===== src/rtl/ttg_pkg.sv =====
`default_nettype none

package ttg_pkg;

  // field widths
  localparam int FREQ_W     = 15;
  localparam int HZ_W       = 16;
  localparam int DUR_W      = 8;
  localparam int CNT_W      = 20;
  localparam int REQ_W      = 2;
  localparam int IN_DATA_W  = 24;
  localparam int OUT_DATA_W = 24;

  // reset value of the max frequency register
  localparam logic [FREQ_W-1:0] FREQ_RESET = 15'd15625;

  // hz / 10 by reciprocal multiply, exact for 16-bit operands
  localparam logic [15:0] DIV10_MUL   = 16'hCCCD;
  localparam int          DIV10_SHIFT = 19;
  localparam int          HZ10_W      = 12;
  localparam int          PROD10_W    = 31;

  // restoring divider, one quotient bit per cycle
  localparam int DIV_STEPS = FREQ_W;
  localparam int DIV_CNT_W = 4;

  typedef enum logic [REQ_W-1:0] {
    REQ_TICK = 2'd0,
    REQ_PLAY = 2'd1,
    REQ_OFF  = 2'd2,
    REQ_NONE = 2'd3
  } req_e;

  typedef struct packed {
    logic load;
    logic exec;
    logic prep;
    logic div_step;
    logic apply;
    logic out_load;
  } ttg_cmd_t;

  typedef struct packed {
    logic in_play;
    logic div_last;
    logic out_free;
    logic active;
    logic cnt_zero;
  } ttg_sts_t;

endpackage

`default_nettype wire


===== src/rtl/ttg_ctrl.sv =====
`default_nettype none

module ttg_ctrl
  import ttg_pkg::*;
(
  input  wire logic     clk_i,
  input  wire logic     rst_ni,
  input  wire logic     in_valid_i,
  output logic          in_ready_o,
  input  wire ttg_sts_t sts_i,
  output ttg_cmd_t      cmd_o
);

  typedef enum logic [5:0] {
    ST_IDLE   = 6'b000001,
    ST_EXEC   = 6'b000010,
    ST_PREP   = 6'b000100,
    ST_DIV    = 6'b001000,
    ST_APPLY  = 6'b010000,
    ST_RESULT = 6'b100000
  } ttg_state_e;

  ttg_state_e state_q, state_d;
  logic       accept;

  assign in_ready_o = (state_q == ST_IDLE);
  assign accept     = in_valid_i && in_ready_o;

  always_comb begin
    state_d        = state_q;
    cmd_o          = '0;
    cmd_o.load     = accept;
    case (state_q)
      ST_IDLE: begin
        if (accept) begin
          state_d = sts_i.in_play ? ST_PREP : ST_EXEC;
        end
      end
      ST_EXEC: begin
        cmd_o.exec = 1'b1;
        state_d    = ST_RESULT;
      end
      ST_PREP: begin
        cmd_o.prep = 1'b1;
        state_d    = ST_DIV;
      end
      ST_DIV: begin
        cmd_o.div_step = 1'b1;
        if (sts_i.div_last) begin
          state_d = ST_APPLY;
        end
      end
      ST_APPLY: begin
        cmd_o.apply = 1'b1;
        state_d     = ST_RESULT;
      end
      ST_RESULT: begin
        if (sts_i.out_free) begin
          cmd_o.out_load = 1'b1;
          state_d        = ST_IDLE;
        end
      end
      default: begin
        state_d = ST_IDLE;
      end
    endcase
  end

  always_ff @(posedge clk_i or negedge rst_ni) begin
    if (!rst_ni) begin
      state_q <= ST_IDLE;
    end else begin
      state_q <= state_d;
    end
  end

endmodule

`default_nettype wire


===== src/rtl/ttg_datapath.sv =====
`default_nettype none

module ttg_datapath
  import ttg_pkg::*;
#(
  parameter int TIMER_BITS = 8
) (
  input  wire logic                  clk_i,
  input  wire logic                  rst_ni,
  input  wire ttg_cmd_t              cmd_i,
  output ttg_sts_t                   sts_o,
  input  wire logic [IN_DATA_W-1:0]  in_data_i,
  input  wire logic [REQ_W-1:0]      in_req_i,
  input  wire logic                  cfg_we_i,
  input  wire logic [FREQ_W-1:0]     cfg_wdata_i,
  input  wire logic                  out_ready_i,
  output logic                       out_valid_o,
  output logic [OUT_DATA_W-1:0]      out_data_o
);

  // captured request
  req_e              req_q;
  logic [HZ_W-1:0]   hz_in_q;
  logic [DUR_W-1:0]  dur_q;
  logic [FREQ_W-1:0] maxf_q;

  // divider and period math
  logic [FREQ_W-1:0]    hz_q;
  logic [HZ10_W-1:0]    hz10_q;
  logic [FREQ_W-1:0]    rem_q;
  logic [FREQ_W-1:0]    dvd_q;
  logic [FREQ_W-1:0]    quot_q;
  logic [DIV_CNT_W-1:0] dcnt_q;
  logic                 divz_q;

  // tone state
  logic [TIMER_BITS-1:0] reload_q, reload_d;
  logic [TIMER_BITS-1:0] timer_q, timer_d;
  logic                  pin_q, pin_d;
  logic [CNT_W-1:0]      cnt_q, cnt_d;
  logic                  act_q, act_d;

  logic                  out_valid_q;
  logic [OUT_DATA_W-1:0] out_data_q;

  logic [FREQ_W-1:0]     lo_freq;
  logic [HZ_W-1:0]       hz_lo;
  logic [FREQ_W-1:0]     hz_cl;
  logic [FREQ_W:0]       rem_sh;
  logic                  rem_ge;
  logic [FREQ_W:0]       rem_sub;
  logic [PROD10_W-1:0]   prod10;
  logic [31:0]           neg_ratio;
  logic [TIMER_BITS-1:0] reload_nx;
  logic [CNT_W-1:0]      cnt_nx;
  logic [CNT_W-1:0]      cnt_dec;

  // frequency clamp to [max >> TIMER_BITS, max]
  assign lo_freq = maxf_q >> TIMER_BITS;
  assign hz_lo   = (hz_in_q < {1'b0, lo_freq}) ? {1'b0, lo_freq} : hz_in_q;
  assign hz_cl   = (hz_lo > {1'b0, maxf_q}) ? maxf_q : hz_lo[FREQ_W-1:0];

  // one restoring step of max / hz
  assign rem_sh  = {rem_q, dvd_q[FREQ_W-1]};
  assign rem_ge  = (rem_sh >= {1'b0, hz_q});
  assign rem_sub = rem_sh - {1'b0, hz_q};

  assign prod10 = PROD10_W'(hz_q) * PROD10_W'(DIV10_MUL);

  // reload is the two's complement of the ratio, cut to the timer width
  assign neg_ratio = 32'd0 - (divz_q ? 32'd0 : 32'(quot_q));
  assign reload_nx = neg_ratio[TIMER_BITS-1:0];
  assign cnt_nx    = CNT_W'(hz10_q) * CNT_W'(dur_q);
  assign cnt_dec   = (cnt_q != '0) ? (cnt_q - CNT_W'(1)) : cnt_q;

  always_comb begin
    reload_d = reload_q;
    timer_d  = timer_q;
    pin_d    = pin_q;
    cnt_d    = cnt_q;
    act_d    = act_q;
    if (cmd_i.exec) begin
      case (req_q)
        REQ_TICK: begin
          if (act_q) begin
            if (timer_q != '1) begin
              timer_d = timer_q + TIMER_BITS'(1);
            end else begin
              timer_d = reload_q;
              pin_d   = ~pin_q;
              // falling edge closes one period
              if (pin_q) begin
                cnt_d = cnt_dec;
                if (cnt_dec == '0) begin
                  act_d = 1'b0;
                end
              end
            end
          end
        end
        REQ_OFF: begin
          act_d = 1'b0;
          pin_d = 1'b0;
        end
        REQ_PLAY, REQ_NONE: begin
          act_d = act_q;
        end
        default: begin
          act_d = act_q;
        end
      endcase
    end else if (cmd_i.apply) begin
      reload_d = reload_nx;
      timer_d  = reload_nx;
      cnt_d    = cnt_nx;
      if (cnt_nx == '0) begin
        act_d = 1'b0;
        pin_d = 1'b0;
      end else begin
        act_d = 1'b1;
      end
    end
  end

  always_ff @(posedge clk_i or negedge rst_ni) begin
    if (!rst_ni) begin
      maxf_q      <= FREQ_RESET;
      reload_q    <= '0;
      timer_q     <= '0;
      pin_q       <= 1'b0;
      cnt_q       <= '0;
      act_q       <= 1'b0;
      dcnt_q      <= '0;
      out_valid_q <= 1'b0;
    end else begin
      if (cfg_we_i) begin
        maxf_q <= cfg_wdata_i;
      end
      reload_q <= reload_d;
      timer_q  <= timer_d;
      pin_q    <= pin_d;
      cnt_q    <= cnt_d;
      act_q    <= act_d;
      if (cmd_i.prep) begin
        dcnt_q <= '0;
      end else if (cmd_i.div_step) begin
        dcnt_q <= dcnt_q + DIV_CNT_W'(1);
      end
      if (cmd_i.out_load) begin
        out_valid_q <= 1'b1;
      end else if (out_ready_i) begin
        out_valid_q <= 1'b0;
      end
    end
  end

  always_ff @(posedge clk_i) begin
    if (cmd_i.load) begin
      req_q   <= req_e'(in_req_i);
      hz_in_q <= in_data_i[HZ_W-1:0];
      dur_q   <= in_data_i[HZ_W +: DUR_W];
    end
    if (cmd_i.prep) begin
      hz_q   <= hz_cl;
      divz_q <= (hz_cl == '0);
      rem_q  <= '0;
      dvd_q  <= maxf_q;
      quot_q <= '0;
    end else if (cmd_i.div_step) begin
      rem_q  <= rem_ge ? rem_sub[FREQ_W-1:0] : rem_sh[FREQ_W-1:0];
      dvd_q  <= {dvd_q[FREQ_W-2:0], 1'b0};
      quot_q <= {quot_q[FREQ_W-2:0], rem_ge};
      hz10_q <= prod10[DIV10_SHIFT +: HZ10_W];
    end
    if (cmd_i.out_load) begin
      out_data_q <= {(OUT_DATA_W - CNT_W - 2)'(0), cnt_q, act_q, pin_q};
    end
  end

  assign sts_o.in_play  = (in_req_i == REQ_PLAY);
  assign sts_o.div_last = (dcnt_q == DIV_CNT_W'(DIV_STEPS - 1));
  assign sts_o.out_free = !out_valid_q || out_ready_i;
  assign sts_o.active   = act_q;
  assign sts_o.cnt_zero = (cnt_q == '0);

  assign out_valid_o = out_valid_q;
  assign out_data_o  = out_data_q;

endmodule

`default_nettype wire


===== src/rtl/timed_tone_generator_core.sv =====
// sequence: a tick, off or ignored request goes through execute, then result load; a play
//   request goes through clamp, 15 divider steps of max_frequency / hz, apply, result load
// one request at a time: a new request is taken only after the last result is loaded, and
//   the result load waits while the output register still holds an untaken result
// reset: rst_ni is asynchronous, active low; tone idle, pin low, count zero,
//   max_frequency back to 15625
`default_nettype none

module timed_tone_generator_core
  import ttg_pkg::*;
#(
  parameter int TIMER_BITS = 8
) (
  input  wire logic                  clk_i,
  input  wire logic                  rst_ni,
  // config: max_frequency
  input  wire logic                  cfg_we_i,
  input  wire logic [FREQ_W-1:0]     cfg_wdata_i,
  // request stream
  input  wire logic                  s_axis_tvalid,
  output logic                       s_axis_tready,
  input  wire logic [IN_DATA_W-1:0]  s_axis_tdata,   // tone_hz[15:0], duration_tenths[23:16]
  input  wire logic [REQ_W-1:0]      s_axis_tuser,   // req_type[1:0]
  // result stream
  output logic                       m_axis_tvalid,
  input  wire logic                  m_axis_tready,
  output logic [OUT_DATA_W-1:0]      m_axis_tdata    // tone_out[0], playing[1],
                                                     // periods_left[21:2], zero[23:22]
);

  ttg_cmd_t cmd;
  ttg_sts_t sts;

  // controller: sequences one request at a time, accepts only when idle
  ttg_ctrl u_ctrl (
    .clk_i      (clk_i),
    .rst_ni     (rst_ni),
    .in_valid_i (s_axis_tvalid),
    .in_ready_o (s_axis_tready),
    .sts_i      (sts),
    .cmd_o      (cmd)
  );

  // datapath: clamp, serial divider, period multiply, tone timer, output register
  ttg_datapath #(
    .TIMER_BITS (TIMER_BITS)
  ) u_dp (
    .clk_i       (clk_i),
    .rst_ni      (rst_ni),
    .cmd_i       (cmd),
    .sts_o       (sts),
    .in_data_i   (s_axis_tdata),
    .in_req_i    (s_axis_tuser),
    .cfg_we_i    (cfg_we_i),
    .cfg_wdata_i (cfg_wdata_i),
    .out_ready_i (m_axis_tready),
    .out_valid_o (m_axis_tvalid),
    .out_data_o  (m_axis_tdata)
  );

  // a running tone always has periods left
  assert property (@(posedge clk_i) disable iff (!rst_ni)
    sts.active |-> !sts.cnt_zero)
    else $error("tone active with zero period count");

  // a result only appears after the controller loads it
  assert property (@(posedge clk_i) disable iff (!rst_ni)
    $rose(m_axis_tvalid) |-> $past(cmd.out_load))
    else $error("result valid without a load");

  // one request at a time: no transfer right after a transfer
  assert property (@(posedge clk_i) disable iff (!rst_ni)
    (s_axis_tvalid && s_axis_tready) |=> !s_axis_tready)
    else $error("request accepted while busy");

endmodule

`default_nettype wire

===== config.mk =====
export PLATFORM = sky130hd
export DESIGN_NAME = timed_tone_generator_core
export DESIGN_NICKNAME = d
export VERILOG_FILES = /design/src/rtl/ttg_pkg.sv /design/src/rtl/ttg_ctrl.sv /design/src/rtl/ttg_datapath.sv /design/src/rtl/timed_tone_generator_core.sv
export SDC_FILE = /design/constraint.sdc
export NUM_CORES = 1
export LEC_CHECK = 0
export ABC_AREA = 1
export ABC_CLOCK_PERIOD_IN_PS = 4480
export BUFFER_PORTS_ARGS = -buffer_cell sky130_fd_sc_hd__buf_2
export CAP_MARGIN = 20
export CORE_UTILIZATION = 35
export DETAILED_ROUTE_END_ITERATION = 6
export GPL_TIMING_DRIVEN = 0
export PLACE_DENSITY_LB_ADDON = 0.15
export SLEW_MARGIN = 20
export SYNTH_ARGS = -nofsm -noshare
export SYNTH_HDL_FRONTEND = slang
export SYNTH_HIERARCHICAL = 1
export SYNTH_SLANG_ARGS = --single-unit

===== constraint.sdc =====
create_clock -name clk_i -period 4.48 [get_ports clk_i]
set_input_delay 0.896 -clock clk_i [delete_from_list [all_inputs] [get_ports clk_i]]
set_output_delay 0.896 -clock clk_i [all_outputs]
set_load 0.02 [all_outputs]

# Yosys cells after proc, flatten, opt, wreduce, memory -nomap -nowiden
# Index checks and enable logic that the tools add are counted.
# classes
n_addsub	5
multipliers	2
order_cmp	3
n_eq_ne	23
n_mux	47
bitwise_logic	3
reduce_logical	21
# ops
op	count
$mux 20	7
$mux 15	4
$mux 8	6
$logic_not 20->1	2
$mul 15x16->31 const B	1
$pmux 6 s5	1
$mul 12x8->20	1
$mux 1	20
$reduce_bool 20->1	1
$sub 20x1->20 const B	1
$mux 6	3
$ge 16x15->1	1
$gt 16x15->1	1
$lt 16x7->1	1
$mux 16	1
$logic_not 15->1	1
$sub 15x15->15	1
$ne 2x2->1 const B	5
$reduce_and 5->1	2
$add 8x1->8 const B	1
$mux 4	2
$ne 8x8->1 const B	1
$reduce_bool 2->1	4
$sub 1x8->8 const A	1
other kinds (24)	35
# totals
register_bits	178
inputBits	46
output_inout_bits	26
wordCells	123

# Longest topological paths before layout
# depth
ltp_word	9
ltp_mapped	27
mapped_depth_nobuf	26

# Modules after synthesis
# The synthesis kept the hierarchy.
# by_module_without_submodules
module	n_inst	cells_each	area_per_inst_um2
ttg_datapath	1	1974	16270.6
ttg_ctrl	1	56	419.2

# Worst setup path after synthesis
# No wires, ideal clock.
# synth_path
path_kind	register -> register
from	reg u_dp.hz_q[4]
to	reg u_dp.hz10_q[9] (data pin)
setup_time_ps	252
arrival_ps	4605
required_time_ps	4228
setup_slack_ps	-378
stages_incl_launch_ff	23
path_buffers	0
period_less_slack_ps	4858
cell_sequence	edfxtp_1 inv_1 ha_1 inv_1 fa_1 inv_1 fa_1 inv_1 fa_1 fa_1 fa_1 ha_1 nand4_1 inv_1 nand4_1 o21ai_0 nand3_1 nand2_1 nand2_1 o211ai_1 nand2_1 nand3_1 nand2_1
# synth_between
elab_chain_len	1
# synth_rtl
item	line	source
from (decl)	ttg_datapath.sv:28	logic [FREQ_W-1:0] hz_q;
from (signal assigned)	ttg_datapath.sv:164	hz_q <= hz_cl;
$mul 15x16->31	ttg_datapath.sv:68	assign prod10 = PROD10_W'(hz_q) * PROD10_W'(DIV10_MUL);
via u_dp.prod10[28]	ttg_datapath.sv:52	logic [PROD10_W-1:0] prod10;
to (signal assigned)	ttg_datapath.sv:173	hz10_q <= prod10[DIV10_SHIFT +: HZ10_W];
to (decl)	ttg_datapath.sv:29	logic [HZ10_W-1:0] hz10_q;
# The timed path passes the listed nets, and every way through them passes these cells.
# A chain may end at the register's enable or synchronous reset.

# Worst setup path in the final report
# layout_path
from	reg u_dp.hz_q[5]
to	reg u_dp.hz10_q[11] (data pin)
# The elaborated chain is that of the path after synthesis.

==> out/metrics.cfg <==
[run_status]
outcome=finished with violations
violations=design-rule violations, negative setup slack

[critical_path]
cp.arrival_ns=5.27
reg2reg_from=u_dp/hz_q[5]$_DFFE_PP_
crit_fanout=3
r2r_end=u_dp/hz10_q[11]$_DFFE_PP_
cp-end-kind=register
reg2regPathDepth=21
start_kind=register
worstSetupPathType=reg -> reg
cp.required_ns=4.70
regToRegSetupSlack_ns=-0.57

[die]
rows=79
start_util_pct=35.7
die_w_um=220
ioPinCount=72
core_area_mm2=0.0468
dieArea_mm2=0.0485
die_h_um=220

[clock_network]
cts_root_buf=clkbuf_16
numCtsBuffers=17
cts_hold_buf=0
clk-insertion-delay-late_ns=0.46
cts_sinks=178
htree_levels=4
cts_tree=yes
clock_path_buffers=2
clkTransAtPathRegs_ns=0.09

[sta]
finalHoldViolations=0
fin_crit_sh_pct=113
setup_viol=14
finalCriticalPeriod_ns=5.05
slew_violations=0
slew_headroom_pct=30.2
finClkSkew_ns=0.0180
worst_pin_slew_ns=1.05
fmax_ghz=0.198
layout_setup_ws_ns=-0.574
rsz0062_at_grt=true
finalSetupTns_ns=-5.59

[global_routing]
overflow=0
grt_pass1_wl_mm=68.8
grt_pass1_vias=13625
grt_usage_pct=18.1
grt_max_degree=53
antenna_found_initial=0

[routing]
detail-route-antenna-nets=0
wirelength_mm=41.8
drt_iter0_markers=663
dr.pass1.iters=7
vias=13409
vias_per_cell=4.77
drt_drc_violations_left=3
routedWlPerCell_um=14.9

[final_layout]
final_common_cell=nand2_1
drive_gt1_share_pct=20.7
multiInputGateArea_mm2=0.0108
nets=2552
fillers=4708
regArea_mm2=0.00480
fin_area_mm2=0.0199
diodes=0
synthToLayoutAreaGrowth_pct=19.6
fin_cells=2812
final_cell_mix=nand2_1, inv_1, ha_1

[placement]
dp_cells=2708
dp_hpwl_mm=32.6
port_buffers=68
placedInstanceArea_mm2=0.0179
gp_congestion=0.908
dp_slack_ns=-0.937

[synth]
yosys_warnings=6
avgSynthCellArea_um2=8.22
syn-instance-count=2028
syn_area_mm2=0.0167

[power]
p_leak_nw=10.2
powerDensity_mw_per_mm2=784
vdd_drop_max_v=0.000607
power_mw=15.6

[job]
maxCapViolCount=0

[min_path]
min_path_type=in -> async

stage by stage:
| step | hold slack (ns) | util (%) |
|---|---|---|
| finish | 0.279 | 42.7 |
| global placement | 0.445 | 38.3 |
| global route | 0.263 | 42.7 |
| CTS | 0.245 | 41.8 |
| detailed placement | 0.450 | 38.4 |
| floorplan | 0.426 | - |
worst max-delay path, cell delays in order, from the launching register on:
cell and delay, ns:
edfxtp_1 0.44, ha_4 0.29, inv_2 0.04, fa_2 0.59, inv_2 0.04, fa_1 0.47
inv_1 0.05, fa_2 0.35, fa_1 0.57, fa_2 0.48, ha_4 0.29, nand4_1 0.07
inv_1 0.09, nand4_1 0.10, o21ai_2 0.25, nand2_1 0.10, o211ai_1 0.11, buf_4 0.16
nand2_2 0.05, nor2_1 0.10, nor2_1 0.06, xnor2_1 0.11
layout make-up:
cell class	instances	area share (%)
multi-input cells	1353	54.4
flip-flops and latches	178	24.1
inverters	438	8.26
repair buffers	153	5.06
well taps	607	3.81
clock buffers	17	2.13
plain buffers	51	1.59
clock inverters	15	0.696
routing by layer:
layer	vias to the layer above	part of all wire [%]	wire (um)	track usage, %
met5	-	0	0	0
met1	6409	45	19000	22.7
li1	6758	-	-	-
met2	202	51	21200	32.3
met3	40	2.4	1020	2.35
met4	0	1.5	629	4.71
power by group:
part	internal (mW)	total [mW]	leakage [nW]	switching, mW
logic	4.93	11.7	8.08	6.78
clock network	0.737	1.47	0.280	0.737
registers	2.17	2.46	1.85	0.284
total	7.84	15.6	10.2	7.80
worst max path at each step:
stage | from | to | slack (ns) | cells past startpoint
after global placement | u_dp/hz_q[0]$_DFFE_PP_ | u_dp/hz10_q[11]$_DFFE_PP_ | -0.87 | 19
after detailed placement | u_dp/hz_q[1]$_DFFE_PP_ | u_dp/hz10_q[11]$_DFFE_PP_ | -0.94 | 19
after global routing | u_dp/hz_q[4]$_DFFE_PP_ | u_dp/hz10_q[9]$_DFFE_PP_ | -0.75 | 21
after CTS | u_dp/hz_q[5]$_DFFE_PP_ | u_dp/hz10_q[11]$_DFFE_PP_ | -0.59 | 21
final | u_dp/hz_q[5]$_DFFE_PP_ | u_dp/hz10_q[11]$_DFFE_PP_ | -0.57 | 21
after floorplan | u_dp/hz_q[1]$_DFFE_PP_ | u_dp/hz10_q[9]$_DFFE_PP_ | -0.19 | 20
registers in the layout, indices dropped and copies added, names as in the netlist, 12 cells and up:
signal           cells
u_dp/out_data_o     22
u_dp/cnt_q          20
u_dp/hz_in_q        16
u_dp/dvd_q          15
u_dp/hz_q           15
u_dp/maxf_q         15
u_dp/rem_q          15
u_dp/hz10_q         12
what timing repair did:
| action | CTS | global route |
|---|---|---|
| pin swaps | 109 | 65 |
| buffers inserted | 66 | 17 |
| setup endpoints to repair | 26 | 19 |
| resized for setup | 140 | 71 |
No activity file was read; power rests on OpenSTA's default activity.
